--- config.mk ---
export PLATFORM = sky130hd
export DESIGN_NAME = arp_frame_checker_responder
export DESIGN_NICKNAME = d
export VERILOG_FILES = /design/src/rtl/arp_fcr_pkg.sv /design/src/rtl/arp_frame_checker_responder.sv
export SDC_FILE = /design/constraint.sdc
export NUM_CORES = 2
export LEC_CHECK = 0
export ABC_AREA = 1
export BUFFER_PORTS_ARGS = -buffer_cell sky130_fd_sc_hd__buf_2
export CORE_UTILIZATION = 45
export CTS_CLUSTER_SIZE = 8
export DETAILED_ROUTE_END_ITERATION = 8
export SYNTH_ARGS = -nofsm -noshare
export SYNTH_HDL_FRONTEND = slang
export SYNTH_SLANG_ARGS = --single-unit
--- constraint.sdc ---
create_clock -name clk -period 19.4 [get_ports clk]
set_input_delay 1.94 -clock clk [delete_from_list [all_inputs] [get_ports clk]]
set_output_delay 1.94 -clock clk [all_outputs]
set_load 0.005 [all_outputs]
--- src/rtl/arp_fcr_pkg.sv ---
package arp_fcr_pkg;

	typedef enum logic [1:0] {
		CMD_FRAME = 2'd0,
		CMD_WRITE = 2'd1,
		CMD_INVAL = 2'd2,
		CMD_NONE  = 2'd3
	} command_t;

	localparam logic [1:0] CFG_SPOOF_SOURCE = 2'd0;
	localparam logic [1:0] CFG_SEND_ENABLE  = 2'd1;
	localparam logic [1:0] CFG_OWN_MAC      = 2'd2;

	localparam logic [15:0] MIN_FRAME   = 16'd42;
	localparam logic [15:0] ETH_ARP     = 16'h0806;
	localparam logic [15:0] HW_ETHER    = 16'h0001;
	localparam logic [15:0] PROTO_IPV4  = 16'h0800;
	localparam logic [7:0]  HW_LEN      = 8'd6;
	localparam logic [7:0]  PROTO_LEN   = 8'd4;
	localparam logic [15:0] OP_REQUEST  = 16'd1;
	localparam logic [15:0] OP_REPLY    = 16'd2;

	localparam logic [4:0] ST_TABLE_OP      = 5'd0;
	localparam logic [4:0] ST_SHORT         = 5'd1;
	localparam logic [4:0] ST_NOT_ARP       = 5'd2;
	localparam logic [4:0] ST_BAD_HWTYPE    = 5'd3;
	localparam logic [4:0] ST_BAD_PROTOTYPE = 5'd4;
	localparam logic [4:0] ST_BAD_HWLEN     = 5'd5;
	localparam logic [4:0] ST_BAD_PROTOLEN  = 5'd6;
	localparam logic [4:0] ST_BAD_OPCODE    = 5'd7;
	localparam logic [4:0] ST_REQ_UNBOUND   = 5'd8;
	localparam logic [4:0] ST_REQ_ZERO_MAC  = 5'd9;
	localparam logic [4:0] ST_REQ_ECHO      = 5'd10;
	localparam logic [4:0] ST_REQ_ANSWERED  = 5'd11;
	localparam logic [4:0] ST_RPL_UNBOUND   = 5'd12;
	localparam logic [4:0] ST_RPL_ZERO_MAC  = 5'd13;
	localparam logic [4:0] ST_RPL_FORGED    = 5'd14;
	localparam logic [4:0] ST_RPL_WRONG_SRC = 5'd15;
	localparam logic [4:0] ST_RPL_TGT_UNB   = 5'd16;
	localparam logic [4:0] ST_RPL_TGT_ZERO  = 5'd17;
	localparam logic [4:0] ST_RPL_TGT_WRONG = 5'd18;
	localparam logic [4:0] ST_RPL_VALID     = 5'd19;

	typedef struct packed {
		logic [1:0]  command;
		logic [3:0]  entry_index;
		logic [15:0] frame_length;
		logic [15:0] ether_type;
		logic [47:0] header_word;
		logic [15:0] opcode;
		logic [47:0] eth_src_mac;
		logic [47:0] sender_mac;
		logic [31:0] sender_ip;
		logic [47:0] target_mac;
		logic [31:0] target_ip;
	} item_t;

	typedef struct packed {
		logic [4:0]  status;
		logic        send_reply;
		logic        hwsrc_mismatch;
		logic [47:0] reply_eth_dest;
		logic [47:0] reply_eth_src;
		logic [47:0] reply_sender_mac;
		logic [31:0] reply_sender_ip;
		logic [47:0] reply_target_mac;
		logic [31:0] reply_target_ip;
	} result_t;

endpackage

--- src/rtl/arp_frame_checker_responder.sv ---
// ARP frame checker and responder. Raise start with an item while busy is low; the item is
// taken at that edge and busy rises. Every item gives exactly one result word, shown on
// result for a single cycle with result_valid high; the receiver cannot stall, so capture it
// then. Table writes and invalidates (command 1 and 2) update the binding table at the
// accept edge and report straight from the check state, as do frames that fail a header check. ARP
// requests and replies search the binding table through one IP comparator that visits
// one entry at a time (a registered table read, then the compare), lowest entry first,
// stopping at the first valid match; at most 16 entries are visited per search. A reply
// takes up to two such searches, sender then target. Only entries 0 to 15 are reachable
// through entry_index. Configuration writes are always accepted (cfg_ready stays high);
// write them only while the block is idle.
module arp_frame_checker_responder #(
	parameter int BINDING_ENTRIES = 16
) (
	input  logic                 clk,
	input  logic                 arst_n,
	input  logic                 start,
	output logic                 busy,
	input  arp_fcr_pkg::item_t   item,
	output logic                 result_valid,
	output arp_fcr_pkg::result_t result,
	input  logic                 cfg_valid,
	output logic                 cfg_ready,
	input  logic [1:0]           cfg_index,
	input  logic [47:0]          cfg_data
);
	import arp_fcr_pkg::*;

	// entry_index is four bits wide, so no more than sixteen slots can ever hold a binding
	localparam int USED = (BINDING_ENTRIES < 16) ? BINDING_ENTRIES : 16;
	localparam int IW   = (USED > 1) ? $clog2(USED) : 1;
	localparam logic [IW-1:0] LAST = IW'(USED - 1);

	typedef enum logic [2:0] {
		S_IDLE,
		S_CHECK,
		S_READ,
		S_CMP,
		S_EVAL
	} state_t;

	state_t          state_q;
	item_t           item_q;
	result_t         res_q;
	logic            res_valid_q;
	logic [USED-1:0] valid_q;
	logic [IW-1:0]   ptr_q;
	logic [31:0]     key_q;
	logic            phase_q;
	logic            found_q;
	logic [47:0]     bound_q;
	logic            spoof_q;
	logic            send_en_q;
	logic [47:0]     own_mac_q;

	logic [31:0] ip_mem [USED];
	logic [47:0] mac_mem [USED];
	logic [31:0] rd_ip_q;
	logic [47:0] rd_mac_q;

	logic          accept;
	logic          in_range;
	logic          tbl_we;
	logic [IW-1:0] waddr;
	logic          hit;
	logic          fin;
	logic          go_scan;
	logic [31:0]   scan_key;
	result_t       res_d;

	assign accept    = start && (state_q == S_IDLE);
	assign busy      = (state_q != S_IDLE);
	assign cfg_ready = 1'b1;
	assign in_range  = (32'(item.entry_index) < 32'(USED));
	assign tbl_we    = accept && (item.command == CMD_WRITE) && in_range;
	assign waddr     = item.entry_index[IW-1:0];
	assign hit       = valid_q[ptr_q] && (rd_ip_q == key_q);

	// binding store: written at accept, read one entry at a time, registered, during the search
	always_ff @(posedge clk) begin
		if (tbl_we) begin
			ip_mem[waddr]  <= item.target_ip;
			mac_mem[waddr] <= item.target_mac;
		end
		rd_ip_q  <= ip_mem[ptr_q];
		rd_mac_q <= mac_mem[ptr_q];
	end

	// header checks, and the verdict once a search has finished
	always_comb begin
		res_d    = '0;
		fin      = 1'b0;
		go_scan  = 1'b0;
		scan_key = '0;
		case (state_q)
			S_CHECK: begin
				if (item_q.command != CMD_FRAME) begin
					fin          = 1'b1;
					res_d.status = ST_TABLE_OP;
				end else if (item_q.frame_length < MIN_FRAME) begin
					fin          = 1'b1;
					res_d.status = ST_SHORT;
				end else if (item_q.ether_type != ETH_ARP) begin
					fin          = 1'b1;
					res_d.status = ST_NOT_ARP;
				end else if (item_q.header_word[47:32] != HW_ETHER) begin
					fin          = 1'b1;
					res_d.status = ST_BAD_HWTYPE;
				end else if (item_q.header_word[31:16] != PROTO_IPV4) begin
					fin          = 1'b1;
					res_d.status = ST_BAD_PROTOTYPE;
				end else if (item_q.header_word[15:8] != HW_LEN) begin
					fin          = 1'b1;
					res_d.status = ST_BAD_HWLEN;
				end else if (item_q.header_word[7:0] != PROTO_LEN) begin
					fin          = 1'b1;
					res_d.status = ST_BAD_PROTOLEN;
				end else if (item_q.opcode == OP_REQUEST) begin
					go_scan  = 1'b1;
					scan_key = item_q.target_ip;
				end else if (item_q.opcode == OP_REPLY) begin
					go_scan  = 1'b1;
					scan_key = item_q.sender_ip;
				end else begin
					fin                  = 1'b1;
					res_d.status         = ST_BAD_OPCODE;
					res_d.hwsrc_mismatch = (item_q.eth_src_mac != item_q.sender_mac);
				end
			end
			S_EVAL: begin
				fin                  = 1'b1;
				res_d.hwsrc_mismatch = (item_q.eth_src_mac != item_q.sender_mac);
				if (item_q.opcode == OP_REQUEST) begin
					if (!found_q) begin
						res_d.status = ST_REQ_UNBOUND;
					end else if (bound_q == '0) begin
						res_d.status = ST_REQ_ZERO_MAC;
					end else begin
						res_d.reply_eth_dest   = item_q.eth_src_mac;
						res_d.reply_eth_src    = spoof_q ? bound_q : own_mac_q;
						res_d.reply_sender_mac = bound_q;
						res_d.reply_sender_ip  = item_q.target_ip;
						res_d.reply_target_mac = item_q.sender_mac;
						res_d.reply_target_ip  = item_q.sender_ip;
						if (item_q.eth_src_mac == bound_q) begin
							res_d.status = ST_REQ_ECHO;
						end else begin
							res_d.status     = ST_REQ_ANSWERED;
							res_d.send_reply = send_en_q;
						end
					end
				end else if (!phase_q) begin
					if (!found_q) begin
						res_d.status = ST_RPL_UNBOUND;
					end else if (bound_q == '0) begin
						res_d.status = ST_RPL_ZERO_MAC;
					end else if (bound_q != item_q.sender_mac) begin
						res_d.status = ST_RPL_FORGED;
					end else if (item_q.sender_mac != item_q.eth_src_mac) begin
						res_d.status = ST_RPL_WRONG_SRC;
					end else begin
						// sender checks out: search again for the target
						fin      = 1'b0;
						go_scan  = 1'b1;
						scan_key = item_q.target_ip;
					end
				end else begin
					if (!found_q) begin
						res_d.status = ST_RPL_TGT_UNB;
					end else if (bound_q == '0) begin
						res_d.status = ST_RPL_TGT_ZERO;
					end else if (bound_q != item_q.target_mac) begin
						res_d.status = ST_RPL_TGT_WRONG;
					end else begin
						res_d.status = ST_RPL_VALID;
					end
				end
			end
			default: begin
			end
		endcase
	end

	always_ff @(posedge clk or negedge arst_n) begin
		if (!arst_n) begin
			state_q     <= S_IDLE;
			item_q      <= '0;
			res_q       <= '0;
			res_valid_q <= 1'b0;
			valid_q     <= '0;
			ptr_q       <= '0;
			key_q       <= '0;
			phase_q     <= 1'b0;
			found_q     <= 1'b0;
			bound_q     <= '0;
			spoof_q     <= 1'b0;
			send_en_q   <= 1'b1;
			own_mac_q   <= '0;
		end else begin
			res_valid_q <= 1'b0;

			if (cfg_valid && cfg_ready) begin
				case (cfg_index)
					CFG_SPOOF_SOURCE: spoof_q   <= cfg_data[0];
					CFG_SEND_ENABLE:  send_en_q <= cfg_data[0];
					CFG_OWN_MAC:      own_mac_q <= cfg_data;
					default: begin
					end
				endcase
			end

			case (state_q)
				S_IDLE: begin
					if (accept) begin
						item_q  <= item;
						state_q <= S_CHECK;
						if (in_range) begin
							if (item.command == CMD_WRITE) begin
								valid_q[waddr] <= 1'b1;
							end else if (item.command == CMD_INVAL) begin
								valid_q[waddr] <= 1'b0;
							end
						end
					end
				end
				S_CHECK, S_EVAL: begin
					if (fin) begin
						res_q       <= res_d;
						res_valid_q <= 1'b1;
						state_q     <= S_IDLE;
					end else if (go_scan) begin
						key_q   <= scan_key;
						ptr_q   <= '0;
						phase_q <= (state_q == S_EVAL);
						state_q <= S_READ;
					end else begin
						state_q <= S_IDLE;
					end
				end
				S_READ: begin
					state_q <= S_CMP;
				end
				S_CMP: begin
					// stop at the first valid match, or after the last slot
					if (hit || (ptr_q == LAST)) begin
						found_q <= hit;
						bound_q <= rd_mac_q;
						state_q <= S_EVAL;
					end else begin
						ptr_q   <= ptr_q + 1'b1;
						state_q <= S_READ;
					end
				end
				default: begin
					state_q <= S_IDLE;
				end
			endcase
		end
	end

	assign result_valid = res_valid_q;
	assign result       = res_q;

`ifndef SYNTHESIS
	a_strobe_single: assert property (@(posedge clk) disable iff (!arst_n)
		res_valid_q |=> !res_valid_q)
		else $error("result strobe held for more than one cycle");

	a_idle_on_result: assert property (@(posedge clk) disable iff (!arst_n)
		res_valid_q |-> !busy)
		else $error("result shown while still busy");

	a_send_answered: assert property (@(posedge clk) disable iff (!arst_n)
		(res_valid_q && res_q.send_reply) |-> (res_q.status == ST_REQ_ANSWERED))
		else $error("send_reply raised without an answered request");

	a_accept_busy: assert property (@(posedge clk) disable iff (!arst_n)
		accept |=> busy)
		else $error("busy did not rise after an accepted word");

	a_ptr_range: assert property (@(posedge clk) disable iff (!arst_n)
		(state_q == S_CMP) |-> (ptr_q <= LAST))
		else $error("search pointer beyond the last slot");
`endif

endmodule
==> run summary <==
Across every metal layer, demand over resource in global routing totals 0.265. The total iterations of the first detailed-routing run came out at 8. 630 I/O pins were placed.

The number of max-slew violations in the final report is 0. The number of hold violations in the final report came to 0. Across all register-to-register paths, the minimum setup slack is approximately 13 ns. The total area inside the core boundary comes to ~190000 µm². In this run the worst hold path is classified as register to register.

The DRC violation count after routing is around 160. The critical hold path startpoint is rd_mac_q[36]. The area occupied by registers came out at around 58000 µm². The CTS buffer count is a little over 300.

The setup TNS came out at 0 ns. The final RePlAce weighted congestion came out at a little under 0.9. The share of synthesized area in the top cell type comes to 0.451. The largest stage delay on the critical path came out at 0.92 ns. The worst register-to-register path begins at bound_q[19].

The multi-input gate area in the final layout came out at between 20000 and 25000 µm². Synthesis inferred between 2000 and 2500 register bits. The shortest clock period the worst path allows after layout is roughly 6.6 ns.

In this run the critical register-to-register path is captured at result[131]. The post-synthesis area per instance came out at about 12 µm². The initial antenna violation count is 49. The first-iteration detailed-routing DRC count came out at between 6000 and 7000. Compared with the post-synthesis result, the final layout area differs by 16.3%. The distinct cell type count after synthesis came out at 45. The share of the cycle needed by the critical path after routing came out at 0.342. The clock latency on the worst-skew pair came out at roughly 0.93 ns. In this run the worst setup path begins at bound_q[19]. The max-capacitance violation count is 0. The leakage power of the design came out at about 40 nW. Setup violations remaining at the end of the flow were counted as 0. The wire length of the first global-routing pass came out at between 300 and 400 mm. In the final routed layout, each cell accounts on average for between 20 and 25 µm. TritonCTS built the clock tree. The transition at the pin with the smallest max-transition slack is approximately 1.4 ns. Of all cell types, the one taking the most synthesized area is sky130_fd_sc_hd__edfxtp_1.

The path type of the worst setup path is register to register. The number of warnings reported in the yosys synthesis log is 0. The number of buffers inserted by hold repair at cts is 0. STA puts the critical path data required time at approximately 20 ns. In the layout the commonest cells are 1444 x sky130_fd_sc_hd__nand2_1, 1280 x sky130_fd_sc_hd__edfxtp_1, 927 x sky130_fd_sc_hd__nor2_1. The number of global-route vias before repair came to 56456. The worst-case vdd ir drop came out at ~100 µV. The initial cell density of the core came out at 0.453. The end point of the critical path is result[131].

The worst setup path is launched from a register. The post-synthesis net count is around 8000. In the post-synthesis netlist, the biggest area contributors are sky130_fd_sc_hd__edfxtp_1 45%, sky130_fd_sc_hd__dfrtp_1 21%, sky130_fd_sc_hd__nand2_1 6.4%. The net total in the final layout came out at between 8000 and 9000. Along the worst path, the maximum fanout reaches roughly 80. After clock tree synthesis, the clock-pin slew on the worst setup and hold paths is 0.05 ns. The power density over the cells came out at a little over 100 nW/µm². Counting every instance in the synthesized netlist gives approximately 7400. The detail route stage leaves a number of antenna-violating nets equal to 0.

The post-CTS setup-driven buffer insertion count came out at 0. Derived from the worst setup path, the maximum achievable clock frequency is 0.151 GHz. The normalized max-slew margin is 0.0358. Buffers placed on the I/O ports in this run total between 600 and 700. The die boundary width came out at ~440 µm. The number of fillers in the final layout is approximately 16000. The clock tree buffer depth came out at 4. The root buffer cell is sky130_fd_sc_hd__clkbuf_16. Setup repair after global routing left no endpoint under its margin. After global routing the overflow that remains totals 0. The H-tree level count came out at 5. On the critical path, the stage with the largest delay is an instance of sky130_fd_sc_hd__buf_4.

The run finished, with violations left. The utilization of the core after routing came out at 0.527. The cell count of the worst reg-to-reg path is 15. The cell area after synthesis came out at between 80000 and 90000 µm². The vias after detailed routing came out at just under 60000. The library cell used most frequently in the layout, excluding fill and tap cells, is sky130_fd_sc_hd__nand2_1. The clock sink total came out at approximately 2100.

STA classifies the critical path endpoint as a register. The number of rows in the core area came out at 159. The ratio of routed vias to standard cells is between 5 and 6.

The post-cts repair resize count came out at 0. Entering global routing, the biggest net connects 227 pins. The checks that failed: DRC. The floorplan step set the die height to roughly 440 µm. The share of post-route cells with drive strength above 1 is 0.164. Traced cell by cell, the critical path runs through inv_1 > nand4_1 > nor2_1 > nand2_1 > nor2_1 > nand2_1 > nand2_1 > inv_2 > nand2_2 > nand2_4 > nand2_8 > buf_4 > buf_4 > buf_4 > o22ai_2.

The data arrival time of the critical path is between 7 and 8 ns. The sequential element share of the synthesized area came out at 0.682. The placed wire-length estimate came out at 160 mm. The worst clock skew on the final layout came out at just over 0.06 ns. The total routed wirelength came out at 259 mm. The full die area came out at roughly 190000 µm².
worst min path at each step:
stage | end | slack, ns | cells past startpoint
2_1_floorplan | bound_q[0] | 0.41 | 2
3_3_place_gp | bound_q[27] | 0.42 | 2
3_5_place_dp | bound_q[33] | 0.43 | 2
4_1_cts | bound_q[33] | 0.44 | 2
5_1_grt | bound_q[36] | 0.45 | 2
6_report | bound_q[36] | 0.43 | 2
layout make-up:
class,instances,area share
Antenna cell,25,0.000631
Clock buffer,459,0.0854
Clock inverter,7,0.000770
Tap cell,2495,0.0315
Multi-Input combinational cell,4311,0.234
Inverter,582,0.0222
Timing Repair Buffer,715,0.0390
Sequential cell,2084,0.587
metrics by stage:
stage	total power [mW]	area, µm²	setup WS, ns	hold slack [ns]	std cells
floorplan	5.26	85300	10.84	0.414	7408
global placement	5.49	90600	12.18	0.424	10187
detailed placement	5.50	90600	12.10	0.427	10187
CTS	10.3	99100	12.84	0.439	10653
global route	10.6	99100	12.68	0.452	10665
finish	10.2	99200	12.76	0.434	10678
routing by layer:
layer  vias to the layer above  wire, µm  track usage
met2                      2332    119000        0.411
met5                         -       193            0
met3                       428     19500       0.0471
met1                     29689    112000        0.378
met4                        32      7570       0.0871
li1                      26882         -            -
state kept, by name, indices dropped and copies added, names as in the netlist, 3 cells and up, named ones only:
signal     flops
rd_mac_q      48
result       263
state_q        3
mac_mem      768
key_q         32
ip_mem       512
ptr_q          4
bound_q       48
item_q       305
own_mac_q     48
rd_ip_q       32
worst max-delay path: cells and delay by family (launching register included):
kind / cells / cell delay (ns)
buffers and inverters: 5 / 3.01
AND/OR/NAND/NOR: 9 / 2.48
flip-flops: 1 / 0.54
AO/OA/AOI/OAI: 1 / 0.11
where the power goes:
group	switching (mW)	leakage (nW)	internal [mW]	total (mW)
Sequential	0.0773	21.7	4.84	4.92
Clock	1.84	4.11	2.96	4.81
Combinational	0.343	13.3	0.157	0.500
cell usage after synthesis (all sizes together):
master  instances
dfstp           1
o221ai        128
xor2           36
nor3           44
conb            1
o32ai         192
inv           579
o21a            1
nand4          70
and3            1
mux2           47
clkbuf        326
nand3         267
nor4            4
buf           105
nand2        1450
nand3b          1
a21boi          2
ha              2
dfxtp          80
o21ai         588
or2             7
xnor2          77
o22ai         232
dfrtp         723
mux2i         176
a21oi          18
edfxtp       1280
clkinv          3
nor2          932
o211ai         35
logic make-up (layout without fill, tap and decap cells):
kind of cell | after synthesis | after routing | synth area share
buffers and inverters | 1013 | 1763 | 0.0474
other | 1 | 26 | 0.0000440
AND/OR/NAND/NOR | 2776 | 2776 | 0.130
adder cells (fa/ha/maj) | 2 | 2 | 0.000293
flip-flops | 2084 | 2084 | 0.682
multiplexers | 223 | 223 | 0.0269
AO/OA/AOI/OAI | 1196 | 1196 | 0.101
XOR/XNOR | 113 | 113 | 0.0116
No activity file was read; power rests on OpenSTA's default activity.
